[src/rtl/bcsc_pkg.sv]
package bcsc_pkg;

  // Sequencer states of the cull test
  typedef enum logic [2:0] {
    ST_IDLE,
    ST_MUL,
    ST_ACC,
    ST_DIV_GO,
    ST_DIV_WAIT,
    ST_NEXT,
    ST_DONE
  } seq_state_e;

  // States of the shared divider
  typedef enum logic [1:0] {
    DIV_IDLE,
    DIV_CHECK,
    DIV_RUN,
    DIV_FIN
  } div_state_e;

  // Command codes
  localparam logic CMD_LOAD = 1'b0;
  localparam logic CMD_TEST = 1'b1;

  localparam logic [31:0] Q_MAX = 32'h7FFF_FFFF;
  localparam logic [31:0] Q_MIN = 32'h8000_0000;

endpackage

[src/rtl/bcsc_div.sv]
module bcsc_div #(
  parameter int FracBits = 16,
  parameter int Cw       = 50
) (
  input  logic                 clk_i,
  input  logic                 rst_ni,
  input  logic                 start_i,
  input  logic signed [Cw-1:0] num_i,
  input  logic signed [Cw-1:0] den_i,
  output logic                 done_o,
  output logic [31:0]          quo_o
);

  localparam int Sh = 32 - FracBits;
  localparam int Wc = Cw + Sh;

  bcsc_pkg::div_state_e state_q, state_d;
  logic [Cw-1:0] a_q, b_q;
  logic          neg_q;
  logic [Cw-1:0] r_q;
  logic [31:0]   n_q, q_q;
  logic [4:0]    cnt_q;

  logic [Cw:0]   rs;
  logic          fits;
  logic [Wc-1:0] a_wide, b_wide;
  logic [31:0]   qc;

  // One restoring step per cycle
  always_comb begin
    rs   = {r_q, n_q[31]};
    fits = (rs >= {1'b0, b_q});
    if (fits) begin
      rs = rs - {1'b0, b_q};
    end
    a_wide = Wc'(a_q);
    b_wide = Wc'(b_q) << Sh;
  end

  // Next state
  always_comb begin
    state_d = state_q;
    unique case (state_q)
      bcsc_pkg::DIV_IDLE:  if (start_i) state_d = bcsc_pkg::DIV_CHECK;
      bcsc_pkg::DIV_CHECK: begin
        if (b_q == '0 || a_wide >= b_wide) state_d = bcsc_pkg::DIV_FIN;
        else state_d = bcsc_pkg::DIV_RUN;
      end
      bcsc_pkg::DIV_RUN:   if (cnt_q == '0) state_d = bcsc_pkg::DIV_FIN;
      bcsc_pkg::DIV_FIN:   state_d = bcsc_pkg::DIV_IDLE;
      default:             state_d = bcsc_pkg::DIV_IDLE;
    endcase
  end

  always_ff @(posedge clk_i or negedge rst_ni) begin
    if (!rst_ni) begin
      state_q <= bcsc_pkg::DIV_IDLE;
    end else begin
      state_q <= state_d;
    end
  end

  // Datapath: take magnitudes, check overflow, shift in quotient bits
  always_ff @(posedge clk_i) begin
    unique case (state_q)
      bcsc_pkg::DIV_IDLE: begin
        if (start_i) begin
          a_q   <= num_i[Cw-1] ? Cw'(-num_i) : num_i;
          b_q   <= den_i[Cw-1] ? Cw'(-den_i) : den_i;
          neg_q <= num_i[Cw-1] ^ den_i[Cw-1];
        end
      end
      bcsc_pkg::DIV_CHECK: begin
        if (b_q == '0) begin
          q_q <= (a_q != '0) ? 32'h8000_0000 : 32'h0;
        end else if (a_wide >= b_wide) begin
          q_q <= 32'h8000_0000;
        end else begin
          r_q   <= a_q >> Sh;
          n_q   <= 32'({a_q, {FracBits{1'b0}}});
          q_q   <= '0;
          cnt_q <= 5'd31;
        end
      end
      bcsc_pkg::DIV_RUN: begin
        r_q   <= rs[Cw-1:0];
        n_q   <= {n_q[30:0], 1'b0};
        q_q   <= {q_q[30:0], fits};
        cnt_q <= cnt_q - 5'd1;
      end
      default: begin
      end
    endcase
  end

  // Saturate and apply sign
  always_comb begin
    qc = (q_q > 32'h8000_0000) ? 32'h8000_0000 : q_q;
    if (neg_q) quo_o = -qc;
    else if (qc == 32'h8000_0000) quo_o = bcsc_pkg::Q_MAX;
    else quo_o = qc;
  end

  assign done_o = (state_q == bcsc_pkg::DIV_FIN);

endmodule

[config.mk]
export PLATFORM = sky130hd
export DESIGN_NAME = bcsc_div
export DESIGN_NICKNAME = d
export VERILOG_FILES = /design/src/rtl/bcsc_pkg.sv /design/src/rtl/bcsc_div.sv
export SDC_FILE = /design/constraint.sdc
export NUM_CORES = 1
export LEC_CHECK = 0
export BUFFER_PORTS_ARGS = -buffer_cell sky130_fd_sc_hd__buf_2
export CORE_MARGIN = 5
export CORE_UTILIZATION = 45
export DETAILED_ROUTE_END_ITERATION = 12
export PLACE_DENSITY = 0.68
export REMOVE_ABC_BUFFERS = 1
export SYNTH_ARGS = -nofsm -noshare
export SYNTH_HDL_FRONTEND = slang
export SYNTH_SLANG_ARGS = --single-unit
[constraint.sdc]
create_clock -name clk_i -period 6.8 [get_ports clk_i]
set_input_delay 1.7 -clock clk_i [delete_from_list [all_inputs] [get_ports clk_i]]
set_output_delay 1.7 -clock clk_i [all_outputs]
set_load 0.05 [all_outputs]
Word-level counts from Yosys, hierarchy flattened. Cells that the tools add are included. Widths: inputs -> output; s select.

Register bits after elaboration: 222. Input bits: 103. Output and inout bits: 33.

Add/sub/neg operators: 5. Order comparisons: 3. Equal/unequal tests: 8. Muxes and demuxes: 23. Bitwise logic cells: 1. Reduce and logical (&&, ||, !) cells: 9.

Operators with widths (count): $mux 32 (8); $mux 50 (3); $pmux 32 s2 (2); $neg 50->50 (2); $pmux 50 s2 (1); $mux 49 (2); $ge 50x66->1 (1); $ge 51x50->1 (1); $logic_not 50->1 (1); $reduce_bool 50->1 (1); $sub 50x50->50 (1); $eq 32x32->1 const B (1); $gt 32x32->1 const B (1); $neg 32->32 (1); $mux 5 (2); $pmux 5 s2 (1); $ne 2x2->1 const B (4); $pmux 2 s4 (1); $logic_not 5->1 (1); $sub 5x1->5 const B (1); $eq 2x2->1 const B (2); $mux 2 (2); $reduce_and 2->1 (2); $reduce_and 3->1 (1); 6 further kinds (6).

Depth between registers and ports, before layout. Gate-level depths: netlist of run 1.

Depth in word-level cells: 5. Depth in mapped cells: 14. Gate-level depth less buffers: 13.

Least setup slack after synthesis of run 1. Ideal clock, no wire load.

Path kind: register -> output. Start: register q_q[8]. End: output port quo_o[16]. Arrival: 4144 ps. Required time: 5100 ps. Path slack: 956 ps. Stages on the path, launching flop included: 12. Buffers on the path: 1. Cells stage by stage: edfxtp_1 or4_1 nor2_1 nand4_1 o21ai_1 clkbuf_1 nand2_1 ha_1 nor2b_1 nor2_1 a31o_2 o21ai_0.

Longest elaborated chain between the ends: 5. Elaborated cells between the ends (all ways): 6. Classes of those cells: add/sub (1); order compare (1); eq/ne (1); mux (3).

RTL lines: start, declared (RTL line bcsc_div.sv:21) `logic [31:0] n_q, q_q;`; start signal, assigned (RTL line bcsc_div.sv:75) `q_q <= (a_q != '0) ? 32'h8000_0000 : 32'h0;`; start signal, assigned (RTL line bcsc_div.sv:88) `q_q <= {q_q[30:0], fits};`; $gt 32x32->1 (RTL line bcsc_div.sv:98) `qc = (q_q > 32'h8000_0000) ? 32'h8000_0000 : q_q;`; $mux 32 (*) (RTL line bcsc_div.sv:98); parallel branches: the longest is 2 deep, another holds $neg 32->32; $mux 32 (*) (RTL line bcsc_div.sv:99) `if (neg_q) quo_o = -qc;`; end, declared (RTL line bcsc_div.sv:11) `output logic [31:0] quo_o`.

Mark *: on every way between the ends.

Final worst setup path of run 1.
Start: register q_q[8]. End: output port quo_o[8].

The elaborated chain is that of the path after synthesis.

==> impl_results.md, run 1 <==
- Post-Synthesis Cells: 1536
- H-Tree Depth: 1
- Chip width: 191 um
- PostCTS Resize Cnt: 0
- Crit Path Max Fanout: 25
- PnR worst setup slack: 794 ps
- Grt total ovfl: 0
- Worst path arrival time: 4310 ps
- Fin crit period: between 6000 and 7000 ps
- Mapped Area: 14800 um^2
- Most frequent cells in the layout: 204 x edfxtp_1, 135 x buf_2, 131 x a21oi_1
- Final setup fails: 0
- Synth Area per Inst: 9.61 um^2
- CTS Buffer Depth: 3
- ANT nets after route: 0
- # fillers: 3000
- Initial antenna violation count: 1
- Status: finished, final reports clean
- Via count of the first global-routing pass: approximately 11000
- Max-slew violations: 0
- WL/cell: between 15 and 20 um
- Leak pwr: roughly 6.4 nW
- Worst path max stage delay: 640 ps
- CTS Buf Count: 23
- Hold Buf Count CTS: 0
- Final Hold Viols: 0
- Number of synthesized flops with an enable pin: about 200
- RSZ-0062 raised after global routing: no
- Later-pin clock latency in the skew report: 520 ps
- Final setup TNS: 0 ps
- Routed WL: 35600 um
- Synth Register Bits: 206
- Vias: 11899
- Syn. warnings: 0
- Sink Count: 206
- Core Area: 32500 um^2
- CTS tree: yes
- Iteration count of the initial detailed-routing pass: 5
- CP max-delay cell: or4_1
- Fin cells: 2097
- Pre-CTS WS: between 900 and 1000 ps
- DRC viols: 0
- Full die area: 36500 um^2
- VDD IR max: 0.335 mV
- FFs w/ async S/R, synth: 0.00971
- Reg area: 6180 um^2
- Nets: 1836
- Req. time, crit path: a little over 5000 ps
- Yosys cell types: 70
- Root Driver: clkbuf_16
- GP Congestion: between 0.8 and 0.9
- First-pass GRT wire length: between 50000 and 60000 um
- Fmax: ~170 MHz
- GRT Total Usage: 0.190
- Worst-Margin Slew: 1040 ps
- Pwr dens: 492 nW/um^2
- Port Buffers: 135
- CP Cell Sequence: or4_1 -> nor2_1 -> nand4_1 -> o21ai_1 -> nand2_1 -> ha_1 -> o21ai_0 -> nor2_1 -> nand2_1 -> o21ai_0 -> buf_2
- Setup Buffers After CTS: 0
- Seq/Total Area, Yosys: 0.418
- Share of cells above drive strength 1: 0.127
- Max_cap viols: 0
- Commonest non-fill, non-tap cell in the layout: edfxtp_1
- Area of the multi-input gates: ~8100 um^2
- Top FF cell, synth: edfxtp_1
- DP HPWL: approximately 27000 um
- Ports: 136
- Largest net degree at the start of global routing: 79
- Die Ht: 191 um
- Clock slew at reported path FFs: 60 ps
- Relative slew slack: 0.306
- Hold Crit Class: flop to flop
- Antenna Cells: 0
- Worst Skew: 15.4 ps
- Critical path class: flop to primary output
- Vias per inst: 5.67
- Area overhead of the layout relative to synthesis: 12.0%
- Placed Cells incl. Taps: 2056
- Critical Path Start Type: flop
- DR iter-0 viols: 645
- Worst setup EP type: primary output
- Starting Density: 0.455
- Final period util: 0.883
- FP Rows: 66
[layer usage]
layer  vias to the layer above  wire (um)  part of all wire  global-route usage
met4                         2        810             0.023              0.0511
met5                         -         13           0.00037                   0
li1                       5951          -                 -                   -
met3                        47       1860             0.052              0.0225
met2                       326      16100              0.45               0.306
met1                      5573      16800              0.47               0.272
[registers in the layout (all words and copies together), names as in the netlist]
signal,count
a_q,50
b_q,50
cnt_q,5
n_q,16
neg_q,1
q_q,32
r_q,50
state_q,2
[critical path, delay by kind of cell (launching register included)]
kind	cells	cell delay, ps
flip-flops	1	470
AO/OA/AOI/OAI	3	830
AND/OR/NAND/NOR	6	1900
buffers and inverters	1	290
adder cells (fa/ha/maj)	1	300
[synth_stat cells, drive strengths merged, types with 27 or more instances]
library cell	n	area, um^2
edfxtp	204	6130
xnor2	129	1130
nor2	105	394
and2	43	269
clkbuf	59	221
nand2	109	409
a21o	43	323
ha	93	1160
inv	79	297
nand4	29	181
o31ai	36	270
nor4	36	225
o21ai	111	556
nand3	27	135
a21oi	131	656
[per-stage QoR]
stage	util	power (W)	hold slack (ps)	area [um^2]
5_1_grt	0.509	0.00874	557	16500
6_report	0.509	0.00813	539	16500
4_1_cts	0.509	0.00815	544	16500
3_5_place_dp	0.488	0.00695	532	15800
3_3_place_gp	0.488	0.00688	528	15800
2_1_floorplan	-	0.00586	524	14500
[cell families (layout without fill, tap and decap cells)]
group,Yosys count,after routing,synth area share
adder cells (fa/ha/maj),94,94,0.0802
XOR/XNOR,153,153,0.0908
flip-flops,206,206,0.418
multiplexers,28,28,0.0205
AO/OA/AOI/OAI,426,426,0.183
AND/OR/NAND/NOR,485,485,0.171
buffers and inverters,144,263,0.0366
[power breakdown]
group	switching, W	internal [W]
Clock	0.000504	0.000653
Sequential	0.000319	0.00209
Combinational	0.00297	0.00160
[path summary, 6_finish.rpt]
check                                     start                endpoint  slack [ps]  cells after the start
setup / recovery           q_q[8]$_SDFFCE_PN0P_                quo_o[8]         790                     11
hold / removal                n_q[23]$_DFFE_PP_       n_q[24]$_DFFE_PP_         540                      1
setup reg to reg               b_q[3]$_DFFE_PP_       n_q[19]$_DFFE_PP_        1750                     13
hold reg to reg               n_q[23]$_DFFE_PP_       n_q[24]$_DFFE_PP_         540                      1
max in group asynchronous                rst_ni  state_q[0]$_DFFE_PN0P_        5750                      1
min in group asynchronous                rst_ni  state_q[1]$_DFFE_PN0P_         960                      1
[area by class of cell]
| cell class | instances | share of cell area |
|---|---|---|
| multi-input combinational | 1186 | 0.488 |
| tap | 442 | 0.0335 |
| inverter | 80 | 0.0182 |
| clock inverter | 17 | 0.00651 |
| sequential | 206 | 0.374 |
| timing repair buffer | 142 | 0.0448 |
| clock buffer | 24 | 0.0350 |
Power figures use the tool's default switching activity.
==> run 2: changes to the inputs <==
Settings changed: CORE_MARGIN 5 to 2, CORE_UTILIZATION 45 to 60, PLACE_DENSITY 0.68 to 0.85, SLEW_MARGIN set to 10.
==> impl_results.md, run 2 (synthesized netlist as in run 1, its figures left out) <==
- Hold Crit Class: flop to flop
- Clock slew at reported path FFs: 60 ps (about the same)
- Area overhead of the layout relative to synthesis: 11.3%
- Total chip power: 0.00823 W (+1.2%)
- CTS tree: yes
- Leak pwr: 6.40 nW (+0.38%)
- DR iter-0 viols: 1243 (+93%)
- Most frequent cells in the layout: 204 x edfxtp_1, 135 x buf_2, 131 x a21oi_1
- Initial antenna violation count: 0 (-1)
- Largest net degree at the start of global routing: 77 (-2.5%)
- Fmax: 162 MHz (-2.9%)
- Critical path class: flop to primary output
- Pwr dens: 501 nW/um^2 (+1.8%)
- Max_cap viols: 0 (unchanged)
- DRC viols: 0 (unchanged)
- Max-slew violations: 0 (unchanged)
- GP Congestion: 0.973 (+9.8%)
- CTS Buffer Depth: 3 (unchanged)
- Critical Path Start Type: flop
- DP HPWL: 26200 um (-3.5%)
- Full die area: 25900 um^2 (-29%)
- Req. time, crit path: 5100 ps (about the same)
- Nets: 1837 (+0.054%)
- Worst setup EP type: primary output
- CTS Buf Count: 23 (unchanged)
- Hold Buf Count CTS: 0 (unchanged)
- Starting Density: 0.609 (+0.154)
- Hold Path Stages: 1 (unchanged)
- Placed Cells incl. Taps: 1939 (-5.7%)
- Sink Count: 206 (unchanged)
- Ports: 136 (unchanged)
- Port Buffers: 135 (unchanged)
- Fin crit period: 6190 ps (+181 ps)
- Final period util: 0.910 (+0.0266)
- Status: finished, final reports clean
- Worst Skew: 13.3 ps (-2.09 ps)
- Via count of the first global-routing pass: 11787 (+3.2%)
- Pre-CTS WS: 1010 ps (+14.5 ps)
- First-pass GRT wire length: 58400 um (+1.1%)
- Root Driver: clkbuf_16
- Commonest non-fill, non-tap cell in the layout: edfxtp_1
- Antenna Cells: 0 (unchanged)
- Grt total ovfl: 0 (unchanged)
- ANT nets after route: 0 (unchanged)
- Iteration count of the initial detailed-routing pass: 6 (+1)
- Placed Area: 15700 um^2 (-0.81%)
- Combinational group share of total power: 0.561 (about the same)
- Worst path arrival time: 4490 ps (+180 ps)
- Fin cells: 1980 (-5.6%)
- Routed WL: 35300 um (-0.78%)
- H-Tree Depth: 1 (unchanged)
- NetSw: 0.00383 W (+0.93%)
- Core Area: 24200 um^2 (-25%)
- Sw Share: 0.465 (-0.00122)
- Die Ht: 161 um (-16%)
- Relative slew slack: 0.393 (+0.0877)
- Internal power: 0.00440 W (+1.4%)
- Clk pwr share: 0.146 (+0.004)
- WL/cell: 17.8 um (+5.1%)
- Final setup TNS: 0 ps (unchanged)
- PnR worst setup slack: 614 ps (-181 ps)
- Crit Path Max Fanout: 25 (unchanged)
- Setup Buffers After CTS: 0 (unchanged)
- FP Rows: 57 (-14%)
- Later-pin clock latency in the skew report: 520 ps (about the same)
- Share of cells above drive strength 1: 0.129 (+0.00173)
- VDD IR max: 0.451 mV (+35%)
- Seq pwr share: 0.293 (-0.003)
- Final Hold Viols: 0 (unchanged)
- R2R depth: 12 (-1)
- Vias: 12410 (+4.3%)
- Final setup fails: 0 (unchanged)
- Chip width: 161 um (-16%)
- RSZ-0062 raised after global routing: no
- Worst-Margin Slew: 887 ps (-152 ps)
- Vias per inst: 6.27 (+10%)
- GRT Total Usage: 0.272 (+0.0820)
- Largest regs: a_q (50), b_q (50), r_q (50)
- Post-route cell area: 16400 um^2 (-0.59%)
- PostCTS Resize Cnt: 0 (unchanged)
run 2: changes by cell type in the layout (fill, tap and decap cells not counted), sizes merged:
cell,delta
clkinv,-5
clkbuf,+2
bufinv,+1
buf,+1
inv,+2
run 2: layer usage:
metal  GRT usage  wire length, um
met3      0.0305             2470
met5           0                0
met4      0.0970             1300
met1       0.378            15200
met2       0.444            16300
run 2: power groups by stage:
| stage | clock network, W | logic (W) | registers, W |
|---|---|---|---|
| after floorplan | 0 | 0.00352 | 0.00234 |
| after global placement | 0 | 0.00439 | 0.00240 |
| after detailed placement | 0 | 0.00451 | 0.00243 |
| after CTS | 0.00122 | 0.00455 | 0.00240 |
| after global routing | 0.00126 | 0.00505 | 0.00246 |
| final | 0.00120 | 0.00461 | 0.00241 |
run 2: cell type report:
type | count | area [um^2]
Multi-Input combinational cell | 1186 | 8070
Inverter | 80 | 300
Sequential cell | 206 | 6180
Timing Repair Buffer | 143 | 761
Tap cell | 324 | 405
Clock inverter | 15 | 131
Clock buffer | 26 | 587
Fill cell | 1848 | 7820
run 2: worst paths after layout:
kind / start / to / slack [ps]
max: q_q[8]$_SDFFCE_PN0P_ / quo_o[27] / 610
min: n_q[24]$_DFFE_PP_ / n_q[25]$_DFFE_PP_ / 550
max reg2reg: b_q[4]$_DFFE_PP_ / r_q[7]$_DFFE_PP_ / 2190
min reg2reg: n_q[24]$_DFFE_PP_ / n_q[25]$_DFFE_PP_ / 550
max in group asynchronous: rst_ni / state_q[0]$_DFFE_PN0P_ / 5730
min in group asynchronous: rst_ni / state_q[1]$_DFFE_PN0P_ / 960
run 2: metrics by stage:
step,hold slack (ps),util
finish,547,0.678
global placement,528,0.648
global route,561,0.678
floorplan,524,-
CTS,551,0.678
detailed placement,535,0.648
run 2: worst max-delay path, cell delays in order (launching register included):
cell,delay (ps)
edfxtp_1,460
or4_1,610
nor2_1,150
nand4_1,240
o21ai_1,460
nand2_1,140
ha_1,310
o21ai_0,250
nor2_1,190
nand2_1,620
o311ai_0,270
buf_2,280
==> run 3: changes to the inputs <==
Settings changed: RECOVER_POWER set to 50.
==> impl_results.md, run 3 (synthesized netlist as in run 1, its figures left out) <==
- Status: complete, but fails checks
- Violations in the final reports: capacitance limit, slew limit
- Hold Crit Class: flop to flop
- DR iter-0 viols: 1292 (+3.9%)
- Met1 WL: 15200 um (about the same)
- PostCTS Resize Cnt: 0 (unchanged)
- Largest regs: a_q (50), b_q (50), r_q (50)
- Antenna Cells: 0 (unchanged)
- DRC viols: 0 (unchanged)
- Min-Delay Startpoint: n_q[17]$_DFFE_PP_
- Placed Cells incl. Taps: 1939 (unchanged)
- Worst r2r src: state_q[0]$_DFFE_PN0P_
- Final core utilization: 0.676 (-0.00139)
- Pwr dens: 502 nW/um^2 (+0.30%)
- RSZ-0062 raised after global routing: no
- GP Congestion: 0.973 (unchanged)
- Worst setup EP type: primary output
- Chip width: 161 um (unchanged)
- Vias per inst: 6.27 (+0.11%)
- Max_cap viols: 7 (+7)
- Most frequent cells in the layout: 204 x edfxtp_1, 131 x a21oi_1, 129 x xnor2_1
- VDD IR max: 0.448 mV (-0.70%)
- Max-slew violations: 384 (+384)
- Final Hold Viols: 0 (unchanged)
- Top Layer Used: met4
- Req. time, crit path: 5100 ps (about the same)
- Final setup fails: 0 (unchanged)
- Worst-Margin Slew: 2700 ps (+1810 ps)
- Metal2 WL: 16400 um (+0.26%)
- Final period util: 0.905 (-0.00429)
- ANT nets after route: 0 (unchanged)
- GRT Total Usage: 0.272 (unchanged)
- CP startpoint: q_q[8]$_SDFFCE_PN0P_
- Crit Path Max Fanout: 25 (unchanged)
- Share of cells above drive strength 1: 0.123 (-0.00664)
- Port Buffers: 135 (unchanged)
- Grt total ovfl: 0 (unchanged)
- Delay-heaviest family, CP: simple AND/OR/NAND/NOR gates
- Core Area: 24200 um^2 (unchanged)
- CTS Buf Count: 23 (unchanged)
- Full die area: 25900 um^2 (unchanged)
- WL/cell: 17.9 um (+0.25%)
- Critical Path Start Type: flop
- Relative slew slack: -0.798 (-1.19)
- Critical path class: flop to primary output
- Post-route cell area: 16400 um^2 (-0.21%)
- CP max-delay cell: nand2_1
- Placed Area: 15700 um^2 (unchanged)
- Setup Buffers After CTS: 0 (unchanged)
- Commonest non-fill, non-tap cell in the layout: edfxtp_1
- Fin cells: 1980 (unchanged)
- Fmax: 162 MHz (+0.47%)
- Crit path buf inv count: 1 (unchanged)
- Fin crit period: 6160 ps (-29.2 ps)
- # fillers: 1857 (+0.49%)
- Initial antenna violation count: 0 (unchanged)
- Iteration count of the initial detailed-routing pass: 5 (-1)
- Worst hold margin: 549 ps (+2.64 ps)
- Die Ht: 161 um (unchanged)
- Worst path max stage delay: 620 ps (about the same)
- Starting Density: 0.609 (unchanged)
- CP Cell Sequence: or4_1 -> nor2_1 -> nand4_1 -> o21ai_1 -> nand2_1 -> ha_1 -> o21ai_0 -> nor2_1 -> nand2_1 -> o311ai_0 -> buf_2
- FP Rows: 57 (unchanged)
- Via count of the first global-routing pass: 11787 (unchanged)
- Worst Skew: 14.5 ps (+1.16 ps)
- CTS Buffer Depth: 3 (unchanged)
- Leak pwr: 6.35 nW (-0.73%)
- CTS tree: yes
- Clock slew at reported path FFs: 60 ps (about the same)
- Root Driver: clkbuf_16
- Later-pin clock latency in the skew report: 520 ps (about the same)
- First-pass GRT wire length: 58400 um (unchanged)
- Sink Count: 206 (unchanged)
- DP HPWL: 26200 um (unchanged)
- H-Tree Depth: 1 (unchanged)
- Hold Buf Count CTS: 0 (unchanged)
- Nets: 1837 (unchanged)
- Final setup TNS: 0 ps (unchanged)
- Largest net degree at the start of global routing: 77 (unchanged)
- Area overhead of the layout relative to synthesis: 11.1%
- Ports: 136 (unchanged)
- Met3 wire len: 2540 um (+2.8%)
- Worst path arrival time: 4460 ps (-30 ps)
- Routed WL: 35400 um (+0.25%)
- Vias: 12424 (+0.11%)
run 3: changes by cell type in the layout (fill, tap and decap cells not counted), moves of 3 or more:
cell,previous run,this run
and2_1,42,25
and2_0,0,18
clkbuf_1,3,12
buf_4,6,3
buf_2,135,128
run 3: stage by stage:
stage / setup slack [ps] / power (W)
3_3_place_gp: 1080 / 0.00679
2_1_floorplan: 294 / 0.00586
6_report: 643 / 0.00824
4_1_cts: 682 / 0.00817
3_5_place_dp: 1010 / 0.00693
5_1_grt: 310 / 0.00879
run 3: layout make-up:
type | count | area (um^2) | area share
multi-input cells | 1186 | 8060 | 0.491
clock buffers | 26 | 587 | 0.0358
inverters | 80 | 300 | 0.0183
repair buffers | 143 | 742 | 0.0452
flip-flops and latches | 206 | 6180 | 0.377
well taps | 324 | 405 | 0.0247
clock inverters | 15 | 131 | 0.00801
run 3: report_power, final:
part / internal, W / switching, W
logic: 0.00161 / 0.00299
registers: 0.00210 / 0.000325
clock network: 0.000697 / 0.000505
run 3: worst register-to-register path, cell delays in order, from the launching register on:
cell and delay, ps:
dfrtp_1 410, inv_1 150, ha_1 1780, clkbuf_1 2020
nand2b_1 630, o21ai_0 370
run 3: metal layers:
| layer | track usage | up-vias |
|---|---|---|
| met5 | 0 | - |
| met4 | 0.0970 | 0 |
| met3 | 0.0305 | 101 |
| met2 | 0.444 | 544 |
| met1 | 0.378 | 5834 |
| li1 | - | 5945 |
run 3: path summary, 6_finish.rpt:
| path | depth (start not counted) | slack [ps] | endpoint |
|---|---|---|---|
| worst max-delay path | 11 | 640 | quo_o[27] |
| worst min-delay path | 1 | 550 | n_q[18]$_DFFE_PP_ |
| worst max register to register | 5 | 1250 | r_q[49]$_SDFFCE_PN0P_ |
| worst min register to register | 1 | 550 | n_q[18]$_DFFE_PP_ |
| max in group asynchronous | 1 | 5690 | state_q[0]$_DFFE_PN0P_ |
| min in group asynchronous | 1 | 960 | state_q[1]$_DFFE_PN0P_ |
